[config.mk]
export PLATFORM = sky130hd
export DESIGN_NAME = sobel_queue
export DESIGN_NICKNAME = d
export VERILOG_FILES = /design/src/sobel_pkg.sv /design/src/sobel_queue.sv
export SDC_FILE = /design/constraint.sdc
export NUM_CORES = 1
export LEC_CHECK = 0
export ABC_AREA = 1
export BUFFER_PORTS_ARGS = -buffer_cell sky130_fd_sc_hd__buf_2
export CAP_MARGIN = 20
export CORE_AREA = 2 2 195 197
export DETAILED_ROUTE_END_ITERATION = 12
export DIE_AREA = 0 0 197 199
export GPL_TIMING_DRIVEN = 0
export PLACE_DENSITY_LB_ADDON = 0.12
export SLEW_MARGIN = 0
export SYNTH_ARGS = -nofsm -noshare
export SYNTH_HDL_FRONTEND = slang
export SYNTH_SLANG_ARGS = --single-unit
[constraint.sdc]
create_clock -name clk -period 32.7 [get_ports clk]
set_clock_uncertainty 0.15 [all_clocks]
set_input_delay 3.27 -clock clk [delete_from_list [all_inputs] [get_ports clk]]
set_output_delay 3.27 -clock clk [all_outputs]
set_load 0.01 [all_outputs]
[src/sobel_pkg.sv]
// Shared types and constants for the RGB Sobel gradient magnitude block.
package sobel_pkg;

  localparam int DEFAULT_MAX_WIDTH = 1024;
  localparam int HEIGHT_LIMIT      = 8192;
  localparam int WIDTH_RESET       = 640;
  localparam int HEIGHT_RESET      = 480;
  localparam int ROW_W             = 14;
  localparam int CFG_W             = 14;
  localparam int CFG_IDX_W         = 1;

  // Register indexes of the configuration port.
  localparam logic [CFG_IDX_W-1:0] REG_WIDTH  = 1'd0;
  localparam logic [CFG_IDX_W-1:0] REG_HEIGHT = 1'd1;

  localparam logic [7:0] SATURATE = 8'd255;
  localparam logic [21:0] SAT_LIMIT = 22'd65281;

  // One packed pixel: red in [7:0], green in [15:8], blue in [23:16].
  typedef logic [23:0] pix_t;

  // 3x3 neighborhood, [row top..bottom][column left..right].
  typedef pix_t [2:0][2:0] win_t;

  typedef struct packed {
    logic       func;
    logic [7:0] in_red;
    logic [7:0] in_green;
    logic [7:0] in_blue;
  } in_word_t;

  typedef struct packed {
    logic [7:0] edge_red;
    logic [7:0] edge_green;
    logic [7:0] edge_blue;
    logic       frame_last;
  } out_word_t;

  // Work handed from the front end to the back end.
  typedef struct packed {
    win_t win;
    logic last;
  } job_t;

endpackage

[src/sobel_queue.sv]
// Two-entry queue that carries windows from the front end to the back end.
module sobel_queue (
  input  logic            clk,
  input  logic            rst,
  input  logic            push,
  input  sobel_pkg::job_t push_data,
  output logic            full,
  input  logic            pop,
  output sobel_pkg::job_t pop_data,
  output logic            empty
);

  sobel_pkg::job_t mem [2];
  logic            wr_ptr, rd_ptr;
  logic [1:0]      count;

  assign full     = (count == 2'd2);
  assign empty    = (count == 2'd0);
  assign pop_data = mem[rd_ptr];

  // Entry storage.
  always_ff @(posedge clk) begin
    if (push && !full) begin
      mem[wr_ptr] <= push_data;
    end
  end

  // Pointers and fill count.
  always_ff @(posedge clk) begin
    if (rst) begin
      wr_ptr <= 1'b0;
      rd_ptr <= 1'b0;
      count  <= 2'd0;
    end else begin
      if (push && !full) begin
        wr_ptr <= !wr_ptr;
      end
      if (pop && !empty) begin
        rd_ptr <= !rd_ptr;
      end
      count <= count + 2'((push && !full) ? 1 : 0) - 2'((pop && !empty) ? 1 : 0);
    end
  end

endmodule

== Yosys cells after proc, flatten, opt, wreduce, memory -nomap -nowiden ==
Memory sizes are Yosys's and may differ from the RTL's. A register that Yosys moved wholly into a read port is not among the register bits.
Index checks and enable logic that the tools add are counted.

* $add $sub $neg: 2
* Multipliers: 0
* Divide/modulo/power cells: 0
* $lt $le $gt $ge: 0
* Eq/ne operators: 1
* Shift-type cells: 0
* Muxes and demuxes: 6
* Bitwise operators: 0
* Reduce and logical (&&, ||, !) cells: 7

{| class="wikitable"
|+ Operator list
! kind !! count
|-
| $mux 1 || 6
|-
| $logic_not 1->1 || 4
|-
| $add 2x1->2 || 1
|-
| $eq 2x2->1 const B || 1
|-
| $logic_and 1x1->1 || 2
|-
| $logic_not 2->1 || 1
|-
| $sub 2x1->2 || 1
|}

* Bits in registers: 4
* Latch bits: 0
* RAM bits: 434
* Bits in read-only memories: 0
* Bits of input ports: 221
* Output and inout port bits: 219
* Memories kept: 1

{| class="wikitable"
|+ Memory list
! name !! depth !! width !! read ports !! clocked after Yosys merged registers in !! write ports !! RTL line !! RTL
|-
| mem || 2 || 217 || 1 || 1 || 1 || sobel_queue.sv:13 || <nowiki>sobel_pkg::job_t mem [2];</nowiki>
|}

== Longest topological paths before layout ==
* Word-level depth: 6
* Mapped depth: 11
* Mapped depth without buffers: 11

== Worst setup path before layout ==
No wires, ideal clock.

* Path kind: input-to-reg
* From: input port push
* To: memory mem[0][0] in the netlist's numbering, enable pin
* Setup time: 0.797 ns
* Arrival time: 12.332 ns
* Path slack: 19.421 ns
* Stages: 2
* Path through: nand2_1 nor2_1

* Cells in the longest elaborated chain, start to end: 3

{| class="wikitable"
|+ Ends and longest elaborated chain
! item !! RTL line !! RTL
|-
| from (decl) || sobel_queue.sv:5 || <nowiki>input logic push,</nowiki>
|-
| $logic_and 1x1->1 || sobel_queue.sv:23 || <nowiki>if (push && !full) begin</nowiki>
|-
| $mux 1 || sobel_queue.sv:23 ||
|-
| $mux 1 (implied by the code) || sobel_queue.sv:24 || <nowiki>mem[wr_ptr] <= push_data;</nowiki>
|-
| to (decl) || sobel_queue.sv:13 ||
|}

Every way passes these cells.

==> impl_metrics.py <==
metrics = {
    "outcome": {
        "status": "finished, final reports clean",
    },
    "finish": {
        "layout_common_cells": "447 x buf_2, 434 x edfxtp_1, 130 x mux2_4",
        "nets": 1433,
        "fill_cells": 2959,
        "regArea_mm2": 0.0131,
        "stdcell_count": 1726,
        "area_delta_synth_final_pct": 27.3,
        "drive_gt1_share_pct": 60.4,
        "multiInputGateArea_mm2": 0.00305,
        "layout_commonest_cell": "buf_2",
    },
    "timing": {
        "rsz0062_at_grt": "no",
        "finalHoldViolCount": 0,
        "drv_slew": 0,
        "relSlewSlack_pct": 46.7,
        "max_freq_ghz": 0.185,
        "setup_viol": 0,
        "setup_tns_ns": 0,
        "worst_pin_slew_ns": 0.800,
        "fin_crit_ns": 5.41,
        "post-route-period-util_pct": 16.5,
    },
    "clock_network": {
        "clkSinkCount": 439,
        "clockRootBuffer": "clkbuf_16",
        "cts_tree": "yes",
        "clk_latency_ns": 0.56,
        "clk_path_buf_depth": 3,
        "cts_setup_buffers": 0,
        "numCtsBuffers": 46,
        "cts.htree.levels": 2,
        "post_cts_resized": 0,
        "clkTransAtPathRegs_ns": 0.06,
        "cts_hold_buffers": 0,
    },
    "power": {
        "p_leak_nw": 8.13,
        "finalPower_mw": 1.65,
        "worst_ir_drop_vdd_uv": 52.1,
        "pwr_density_cell_mw_per_mm2": 79.0,
    },
    "floorplanning": {
        "io_pins": 440,
        "start_util_pct": 44.3,
        "dieWidth_um": 197,
        "rows": 71,
        "die-area_mm2": 0.0392,
        "die_h_um": 199,
        "design.core.area_mm2": 0.0371,
    },
    "setup_path": {
        "startpoint_type": "register",
        "endpoint_kind": "primary output",
        "crit_type": "reg2out",
        "cp_max_fo": 10,
        "cp.arrival_ns": 1.99,
        "required_ns": 29.28,
    },
    "grt": {
        "grt_use_met1_pct": 19.3,
        "overflow": 0,
        "first_global_vias": 8619,
        "grt_start_max_net_pins": 113,
        "grt.total_usage_pct": 17.3,
        "grt_pass1_wl_mm": 50.0,
        "busiest_layer": "met2",
        "antenna_found_initial": 15,
        "grt_use_met3_pct": 8.10,
        "grtUsageMet2_pct": 28.9,
    },
    "place": {
        "place.port_buffers": 439,
        "place_congestion": 0.728,
        "placed_cells": 1636,
        "place_hpwl_mm": 24.1,
    },
    "synthesis": {
        "synthCells": 714,
        "ys_seq_area_share_pct": 79.9,
        "synthTopCellsByArea": "edfxtp_1 79%, mux2_4 12%, mux2_2 6.0%",
        "syn-cell-area_mm2": 0.0164,
        "synth_top_cell_by_area": "edfxtp_1",
        "synthesis.nets": 937,
        "yosys.area.top_type_share_pct": 79.3,
        "synth.avg_cell_area_um2": 23.0,
        "ys_warn_count": 0,
        "synth_cell_types": 12,
        "ys_ff_latch": 439,
    },
    "route": {
        "ant_nets": 0,
        "vias_per_cell": 4.81,
        "drc": 0,
        "vias": 8300,
        "wl_mm": 34.6,
        "drt_iter0_drc": 341,
        "drt-wirelength-per-cell_um": 20.1,
        "dr.pass1.iters": 4,
    },
    "job": {
        "cap_violations": 0,
    },
    "min_path": {
        "hold_path_class": "reg2reg",
    },
}
-- logic make-up after synthesis --
family | share of synthesized area, %
buf+inv | 1.57
simple gates | 0.480
flops | 79.9
fa+ha+maj | 0.152
mux | 17.8
compound gates | 0.0609
-- final cells by class --
type                       instances  area share [%]
tap                              474            2.84
antenna                            5          0.0598
buffer                            24            1.05
clock buffer                      59            5.84
multi-input combinational        241            14.6
clock inverter                    26            1.19
sequential                       439            62.8
timing repair buffer             448            11.4
inverter                          10           0.215
-- worst max-delay path, cell delays in order (launching register included) --
cell,delay [ns]
dfxtp_1,0.32
buf_6,0.17
buf_6,0.22
buf_6,0.23
mux2_4,0.31
buf_2,0.17
-- through the flow --
stage	setup slack (ns)	area (µm²)	hold WS, ns	util [%]
2_1_floorplan	19.42	16400	0.317	-
3_3_place_gp	13.36	19200	0.333	51.8
3_5_place_dp	27.30	19400	0.359	52.3
4_1_cts	27.20	20900	0.373	56.3
5_1_grt	27.17	20900	0.425	56.3
6_report	27.29	20900	0.363	56.3
-- power breakdown --
part           switching, mW  internal (mW)  total [mW]
Combinational          0.215          0.201       0.416
Clock                  0.204          0.303       0.506
Sequential            0.0165          0.713       0.730
-- path summary, 6_finish.rpt --
kind	from	endpoint	slack (ns)	cells past startpoint
setup / recovery	register	pop_data[153]	27.29	5
hold / removal	rd_ptr	register	0.36	2
setup reg to reg	count[0]	mem[1][149]	30.18	5
hold reg to reg	rd_ptr	register	0.36	2
-- routing by layer --
| layer | vias up | wire length [µm] | part of all wire (%) |
|---|---|---|---|
| met5 | - | 115 | 0.33 |
| met4 | 20 | 979 | 2.8 |
| met3 | 81 | 3380 | 9.8 |
| met2 | 323 | 17300 | 50 |
| met1 | 4036 | 12900 | 37 |
| li1 | 3840 | - | - |
-- flip-flops by register name (all words and copies together), names as in the netlist, named ones only --
| name | flops |
|---|---|
| rd_ptr | 1 |
| wr_ptr | 1 |
| count | 2 |
| mem | 434 |
-- synth_stat cells --
library cell    n
dfxtp_1         5
inv_1          10
nand3_1         3
mux2_2         87
buf_6          16
mux2_4        130
edfxtp_1      434
buf_2           8
nor2_1          9
nand2_1         8
ha_1            2
a21oi_1         2
Note: power is estimated with default switching activity, not from simulation.
