File: config.mk
export PLATFORM = sky130hd
export DESIGN_NAME = sobel_back
export DESIGN_NICKNAME = d
export VERILOG_FILES = /design/src/sobel_pkg.sv /design/src/sobel_back.sv
export SDC_FILE = /design/constraint.sdc
export NUM_CORES = 2
export LEC_CHECK = 0
export ABC_AREA = 1
export BUFFER_PORTS_ARGS = -buffer_cell sky130_fd_sc_hd__buf_2
export CORE_MARGIN = 5
export CORE_UTILIZATION = 34
export DETAILED_ROUTE_END_ITERATION = 10
export GPL_TIMING_DRIVEN = 0
export SYNTH_ARGS = -nofsm -noshare
export SYNTH_HDL_FRONTEND = slang
export SYNTH_SLANG_ARGS = --single-unit
File: constraint.sdc
create_clock -name clk -period 13.4 [get_ports clk]
set_input_delay 0 -clock clk [delete_from_list [all_inputs] [get_ports clk]]
set_output_delay 0 -clock clk [all_outputs]
set_load 0.03 [all_outputs]
File: src/sobel_pkg.sv
// Shared types and constants for the RGB Sobel gradient magnitude block.
package sobel_pkg;

  localparam int DEFAULT_MAX_WIDTH = 1024;
  localparam int HEIGHT_LIMIT      = 8192;
  localparam int WIDTH_RESET       = 640;
  localparam int HEIGHT_RESET      = 480;
  localparam int ROW_W             = 14;
  localparam int CFG_W             = 14;
  localparam int CFG_IDX_W         = 1;

  // Register indexes of the configuration port.
  localparam logic [CFG_IDX_W-1:0] REG_WIDTH  = 1'd0;
  localparam logic [CFG_IDX_W-1:0] REG_HEIGHT = 1'd1;

  localparam logic [7:0] SATURATE = 8'd255;
  localparam logic [21:0] SAT_LIMIT = 22'd65281;

  // One packed pixel: red in [7:0], green in [15:8], blue in [23:16].
  typedef logic [23:0] pix_t;

  // 3x3 neighborhood, [row top..bottom][column left..right].
  typedef pix_t [2:0][2:0] win_t;

  typedef struct packed {
    logic       func;
    logic [7:0] in_red;
    logic [7:0] in_green;
    logic [7:0] in_blue;
  } in_word_t;

  typedef struct packed {
    logic [7:0] edge_red;
    logic [7:0] edge_green;
    logic [7:0] edge_blue;
    logic       frame_last;
  } out_word_t;

  // Work handed from the front end to the back end.
  typedef struct packed {
    win_t win;
    logic last;
  } job_t;

endpackage

File: src/sobel_back.sv
// Back end: gradients, squared magnitude, iterative rounded square root, result register.
module sobel_back (
  input  logic                 clk,
  input  logic                 rst,
  input  logic                 q_empty,
  output logic                 q_pop,
  input  sobel_pkg::job_t      q_data,
  output logic                 result_valid,
  input  logic                 result_stall,
  output sobel_pkg::out_word_t result
);

  localparam logic [2:0] B_IDLE = 3'd0;
  localparam logic [2:0] B_GRAD = 3'd1;
  localparam logic [2:0] B_SQ   = 3'd2;
  localparam logic [2:0] B_ROOT = 3'd3;
  localparam logic [2:0] B_RND  = 3'd4;
  localparam logic [2:0] B_OUT  = 3'd5;

  logic [2:0]        bstate;
  sobel_pkg::win_t   win_q;
  logic              last_q;
  logic signed [11:0] gx [3];
  logic signed [11:0] gy [3];
  logic [21:0]       sq [3];
  logic [7:0]        root [3];
  logic [2:0]        step;
  logic [7:0]        trial [3];
  logic [7:0]        mag [3];
  logic              out_load;

  // Signed value of one channel at a window position.
  function automatic logic signed [11:0] chan(sobel_pkg::win_t w, int r, int c, int ch);
    return $signed({4'b0, w[r][c][8*ch +: 8]});
  endfunction

  // Square of a gradient, taken on its magnitude at full width.
  function automatic logic [21:0] square(logic signed [11:0] g);
    logic [10:0] a;
    a = g[11] ? 11'(-g) : 11'(g);
    return 22'(a) * 22'(a);
  endfunction

  assign q_pop    = (bstate == B_IDLE) && !q_empty;
  assign out_load = (bstate == B_OUT) && (!result_valid || !result_stall);

  // Trial root bit for this step, and the saturated magnitude.
  always_comb begin
    for (int ch = 0; ch < 3; ch++) begin
      trial[ch] = root[ch] | (8'd1 << step);
      mag[ch]   = (sq[ch] >= sobel_pkg::SAT_LIMIT) ? sobel_pkg::SATURATE : root[ch];
    end
  end

  always_ff @(posedge clk) begin
    if (rst) begin
      bstate       <= B_IDLE;
      result_valid <= 1'b0;
    end else begin
      // Result register: loaded from the last step, cleared once taken.
      if (out_load) begin
        result_valid <= 1'b1;
      end else if (!result_stall) begin
        result_valid <= 1'b0;
      end
      unique case (bstate)
        B_IDLE: begin
          if (!q_empty) begin
            win_q  <= q_data.win;
            last_q <= q_data.last;
            bstate <= B_GRAD;
          end
        end
        // Sobel X and Y responses per channel.
        B_GRAD: begin
          for (int ch = 0; ch < 3; ch++) begin
            gx[ch] <= (chan(win_q, 0, 2, ch) + 12'sd2 * chan(win_q, 1, 2, ch)
                       + chan(win_q, 2, 2, ch))
                    - (chan(win_q, 0, 0, ch) + 12'sd2 * chan(win_q, 1, 0, ch)
                       + chan(win_q, 2, 0, ch));
            gy[ch] <= (chan(win_q, 0, 0, ch) + 12'sd2 * chan(win_q, 0, 1, ch)
                       + chan(win_q, 0, 2, ch))
                    - (chan(win_q, 2, 0, ch) + 12'sd2 * chan(win_q, 2, 1, ch)
                       + chan(win_q, 2, 2, ch));
          end
          bstate <= B_SQ;
        end
        // Squared magnitude.
        B_SQ: begin
          for (int ch = 0; ch < 3; ch++) begin
            sq[ch]   <= square(gx[ch]) + square(gy[ch]);
            root[ch] <= '0;
          end
          step   <= 3'd7;
          bstate <= B_ROOT;
        end
        // One root bit per cycle, most significant first.
        B_ROOT: begin
          for (int ch = 0; ch < 3; ch++) begin
            if (22'(trial[ch]) * 22'(trial[ch]) <= sq[ch]) begin
              root[ch] <= trial[ch];
            end
          end
          if (step == 3'd0) begin
            bstate <= B_RND;
          end else begin
            step <= step - 3'd1;
          end
        end
        // Round to nearest: step up when above n*n + n.
        B_RND: begin
          for (int ch = 0; ch < 3; ch++) begin
            if (sq[ch] < sobel_pkg::SAT_LIMIT &&
                sq[ch] > 22'(root[ch]) * 22'(root[ch]) + 22'(root[ch])) begin
              root[ch] <= root[ch] + 8'd1;
            end
          end
          bstate <= B_OUT;
        end
        B_OUT: begin
          if (out_load) begin
            result.edge_red   <= mag[0];
            result.edge_green <= mag[1];
            result.edge_blue  <= mag[2];
            result.frame_last <= last_q;
            bstate            <= B_IDLE;
          end
        end
        default: bstate <= B_IDLE;
      endcase
    end
  end

endmodule

# Word level (Yosys, flattened, before mapping)
# Memories as Yosys holds them, arrays and structs flattened.
# Index checks and enable logic that the tools add are counted.
[classes] addsub=46 n_mul=12 n_lt_le_gt_ge=12 bitwise=11 n_eq_ne=10 reduce_logical=16 shifts=1 muxes=50
[op_table] operator="$add A10 B8 Y11" n=12
[op_table] operator="$mul A11 B11 Y22" n=6
[op_table] operator="$add A8 B9 Y10" n=12
[op_table] operator="$mul A8 B8 Y16" n=6
[op_table] operator="$sub A11 B11 Y12" n=6
[op_table] operator="$add A22 B22 Y22" n=3
[op_table] operator="$ge A22 B16 Y1 const B" n=3
[op_table] operator="$gt A22 B17 Y1" n=3
[op_table] operator="$le A16 B22 Y1" n=3
[op_table] operator="$lt A22 B16 Y1 const B" n=3
[op_table] operator="$mux W11" n=6
[op_table] operator="$neg A11 Y11" n=6
[op_table] operator="$add A16 B8 Y17" n=3
[op_table] operator="$mux W8" n=6
[op_table] operator="$mux W1" n=32
[op_table] operator="$add A8 B1 Y8 const B" n=3
[op_table] operator="$or A8 B8 Y8" n=3
[op_table] operator="$pmux W3 S6" n=1
[op_table] operator="$mux W3" n=4
[op_table] operator="$reduce_and A3 Y1" n=4
[op_table] operator="$ne A2 B2 Y1 const B" n=4
[op_table] operator="$shl A1 B3 Y8 const A" n=1
[op_table] operator="$eq A3 B2 Y1 const B" n=2
[op_table] operator="$eq A3 B3 Y1 const B" n=2
[op_table] operator="other kinds (11)" n=24
[word_totals] ram_bits=162 elab_cells=178 mem_count=4 inputBits=221 register_bits=225 out_inout_bits=27
[mem_list] name="sq" depth=3 word_bits=22 rd=3 rd_clocked_by_memory_dff=0 wr=3 line="sobel_back.sv:25" rtl="logic [21:0] sq [3];"
[mem_list] name="gx" depth=3 word_bits=12 rd=3 rd_clocked_by_memory_dff=0 wr=3 line="sobel_back.sv:23" rtl="logic signed [11:0] gx [3];"
[mem_list] name="gy" depth=3 word_bits=12 rd=3 rd_clocked_by_memory_dff=0 wr=3 line="sobel_back.sv:24" rtl="logic signed [11:0] gy [3];"
[mem_list] name="root" depth=3 word_bits=8 rd=3 rd_clocked_by_memory_dff=0 wr=3 line="sobel_back.sv:26" rtl="logic [7:0] root [3];"

# Depth between registers and ports, before layout
[depth] word_depth=10 depth_mapped=42 ltp_nobuf=41

# Worst setup path after synthesis
# Ideal clock, no wire load.
[synth_path] path_kind="register to register" start="register bstate[0]" end="register last_q (enable)" slack_ps=-1109 path_buffers=0 arrival_ps=13527 stages_incl_launch_ff=4 setup_ps=982 cell_sequence="dfxtp_1 nor2_2 nand2_1 nor3_1"
[synth_between] elab_chain_cells=2
[synth_rtl] element="start: declaration" line="sobel_back.sv:20" rtl="logic [2:0] bstate;"
[synth_rtl] element="start signal: assignment" line="sobel_back.sv:57" rtl="bstate <= B_IDLE;"
[synth_rtl] element="start signal: assignment" line="sobel_back.sv:71" rtl="bstate <= B_GRAD;"
[synth_rtl] element="start signal: assignment" line="sobel_back.sv:86" rtl="bstate <= B_SQ;"
[synth_rtl] element="$logic_not A3 Y1" line="sobel_back.sv:66" rtl="unique case (bstate)"
[synth_rtl] element="$reduce_and A3 Y1 (no line)"
[synth_rtl] element="end signal: assignment" line="sobel_back.sv:70" rtl="last_q <= q_data.last;"
[synth_rtl] element="end: declaration" line="sobel_back.sv:22" rtl="logic last_q;"
# No other way between the ends.
# A chain may end at the register's enable or synchronous reset.

==> metrics.csv <==
stage;metric;value;unit
outcome;status;finished clean;
final_layout;Layout Nets;8180;
worst_setup_path;critical path data arrival time;9.07;ns
worst_hold_path;HP Start;q_data[130];
sta;fin crit share;64.66;%
placement;HPWL after DPL;105300;um
worst_setup_path;Crit path largest cell delay;0.82;ns
detailed_routing;Starting DRT DRC Count;1794;
worst_setup_path;worst setup path start;gx[0][12];
floorplanning;initial core utilization;34.12;%
placement;routability cong.;0.8952;
global_route;gr ovfl total;0;
worst_setup_path;reg2reg setup slack;4.74;ns
final_layout;share of layout cells above drive strength 1;6.718;%
yosys;Async SR Flop Fraction;0;%
detailed_routing;DRT Pass-1 Iters;5;
final_layout;post-route insts no fill;8669;
yosys;Post-synth EDFFs;383;
clock_tree;Worst-path clk slew;0.06;ns
clock_tree;total setup buffers inserted after CTS;0;
sta;RSZ-0062 raised after global routing;no;
sta;Fmax achieved;115.4;MHz
sta;Finish-stage setup viols;0;
detailed_routing;WL final;125000;um
yosys;Top FF cell, synth;edfxtp_1;
detailed_routing;Routed WL per cell;14.41;um
floorplanning;Die ar.;0.1689;sq mm
final_layout;area of the multi-input gates;0.03605;sq mm
yosys;largest cells by area after synthesis;fa_1 (31%), edfxtp_1 (21%), ha_1 (15%);
worst_setup_path;CP max-delay cell;o311ai_0;
sta;Final TNS setup;0;ns
worst_setup_path;most used cell, CP;inv_1;
clock_tree;clock root cell;clkbuf_16;
final_layout;Area growth syn-to-layout;14.53;%
sta;Final Hold Viols;0;
yosys;number of synthesized register bits;387;
detailed_routing;DRC violations left;0;
global_route;All-Layer GR Usage;15.22;%
worst_setup_path;worst setup path end;sq[0][43];
detailed_routing;DR vias/cell;4.445;
worst_setup_path;critical path type;reg2reg;
clock_tree;H-tree Lvls;2;
yosys;synth warn;0;
yosys;cell taking the most area after synthesis;fa_1;
worst_setup_path;RR Endpoint;sq[0][43];
detailed_routing;Final ANT Viol Nets;0;
worst_setup_path;R2R cell count;31;
yosys;Seq/Total Area, Yosys;21.19;%
flow_run;max-cap viol count;0;
worst_setup_path;reg2reg start;gx[0][12];
global_route;largest net degree at the start of global routing;35;
sta;Clock Skew;0.01989;ns
global_route;antenna violations before repair;6;
floorplanning;chip width;411.0;um
yosys;post-synth cell types;56;
clock_tree;CTS sink cnt;387;
clock_tree;post-CTS sizing;0;
yosys;area fraction of the dominant cell type after synthesis;31.31;%
clock_tree;CTS Buf Count;50;
worst_setup_path;CP Launch Type;flop;
sta;Slew HR;34.65;%
worst_setup_path;WP data required;13.81;ns
detailed_routing;Vias;38540;
floorplanning;Rows;147;
placement;port bufs;223;
worst_setup_path;Worst setup EP type;flop;
worst_hold_path;HP Class;in2reg;
final_layout;Fillers;15980;
floorplanning;core footprint;0.1602;sq mm
final_layout;Storage cell area;0.01158;sq mm
floorplanning;Die Y;411.0;um
placement;placed insts;8369;
sta;worst slew pin tran;0.9700;ns
yosys;Cell Area, Synth;0.05466;sq mm
worst_setup_path;maximum fanout along the worst path;10;
clock_tree;CTS tree;done;
sta;Period minus WS final;8.664;ns
sta;Slew Limit Fails;0;
yosys;Avg Inst Size Synth;9.161;sq um
floorplanning;number of I/O pins;248;
global_route;vias in the first global route;41340;
clock_tree;Clk Latency, worst-skew pair;0.64;ns
yosys;Post-Syn Instances;5967;
global_route;first-pass GRT wire length;208700;um
final_layout;Util after Layout;39.08;%
clock_tree;CTS Buffer Depth;3;
## cell usage in the layout (no fill, tap or decap), types with 13 or more instances in the layout
cell type / count
o21ai_0: 119
inv_2: 29
clkbuf_1: 41
nand2_2: 16
nand3b_1: 13
o21ai_1: 15
edfxtp_1: 383
xor2_1: 141
a21oi_1: 215
nand4_1: 25
xnor2_1: 86
inv_1: 1781
fa_1: 855
nand2_1: 904
nor3_1: 29
dlygate4sd3_1: 203
buf_2: 234
nor2_1: 370
nand3_1: 137
a21o_1: 19
clkbuf_16: 50
ha_1: 640
## cells by family after synthesis
kind of cell / Yosys count / synth area share, %
AOI/OAI and AO/OA: 427 / 4.315
DFF: 387 / 21.19
xor gates and xnor gates: 236 / 3.905
and+or+nand+nor: 1549 / 11.66
other: 2 / 0.01374
buffers and inverters: 1869 / 12.93
muxes: 2 / 0.03662
adders and majority gates: 1495 / 45.96
## worst min-delay path by stage
| stage | end | slack, ns | cells after the start |
|---|---|---|---|
| after floorplan | last_q | 0.1 | 0 |
| after global routing | win_q[36] | 0.02 | 2 |
| final | win_q[129] | 0.06 | 2 |
| after CTS | win_q[20] | 0.0004 | 2 |
| after detailed placement | win_q[146] | 0.18 | 1 |
| after global placement | last_q | 0.18 | 1 |
## through the flow
step           hold WS (ns)  cell area, sq um  setup slack, ns
2_1_floorplan       0.09887             54670            4.843
3_3_place_gp         0.1762             58490           0.5604
3_5_place_dp         0.1781             58880            4.774
4_1_cts           0.0003979             62590            4.748
5_1_grt             0.02192             62600            4.157
6_report            0.06140             62600            4.736
## layout make-up
type	count	share of cell area (%)
antenna	4	0.01599
tap	2160	4.317
timing repair buffer	443	5.602
multi-input combinational	3713	57.59
buffer	57	0.4177
inverter	1812	10.87
sequential	387	18.50
clock buffer	52	2.011
clock inverter	41	0.6775
## worst max-delay path, delay by kind of cell, from the launching register on
kind                       cells  cell delay (ns)
DFF                            1             0.51
and+or+nand+nor                7             1.00
AOI/OAI and AO/OA              2             1.01
adders and majority gates      9             4.05
buffers and inverters         12             1.43
xor gates and xnor gates       1             0.40
## registers in the layout, indices dropped and copies added (netlist names)
name / count
win_q: 192
sq: 66
gx: 36
gy: 36
result: 25
root: 24
bstate: 3
step: 3
last_q: 1
result_valid: 1
## cells in the mapped netlist, types with 25 or more instances
library cell and instances:
nor2_1 372, nand3_1 137, o21ai_0 119, nand2_1 904
ha_1 640, inv_1 1781, inv_2 29, nor3_1 30
xor2_1 141, edfxtp_1 383, a21oi_1 215, nand4_1 25
xnor2_1 86, clkbuf_1 39, fa_1 855
## layer usage
layer	vias to the layer above	routed length, um	GRT usage (%)
met3	169	6197	2.315
met5	-	13	0
met2	716	60350	26.35
met4	2	3805	4.248
li1	18900	-	-
met1	18750	54590	19.83
## repair_timing
action,4_1_cts,5_1_grt
hold buffers,203,0
endpoints found under the hold margin,215,0
endpoints found under the setup margin,0,0
Power is not shown: default switching activity piles up to over one toggle a cycle in this logic, so the estimate is an artifact.
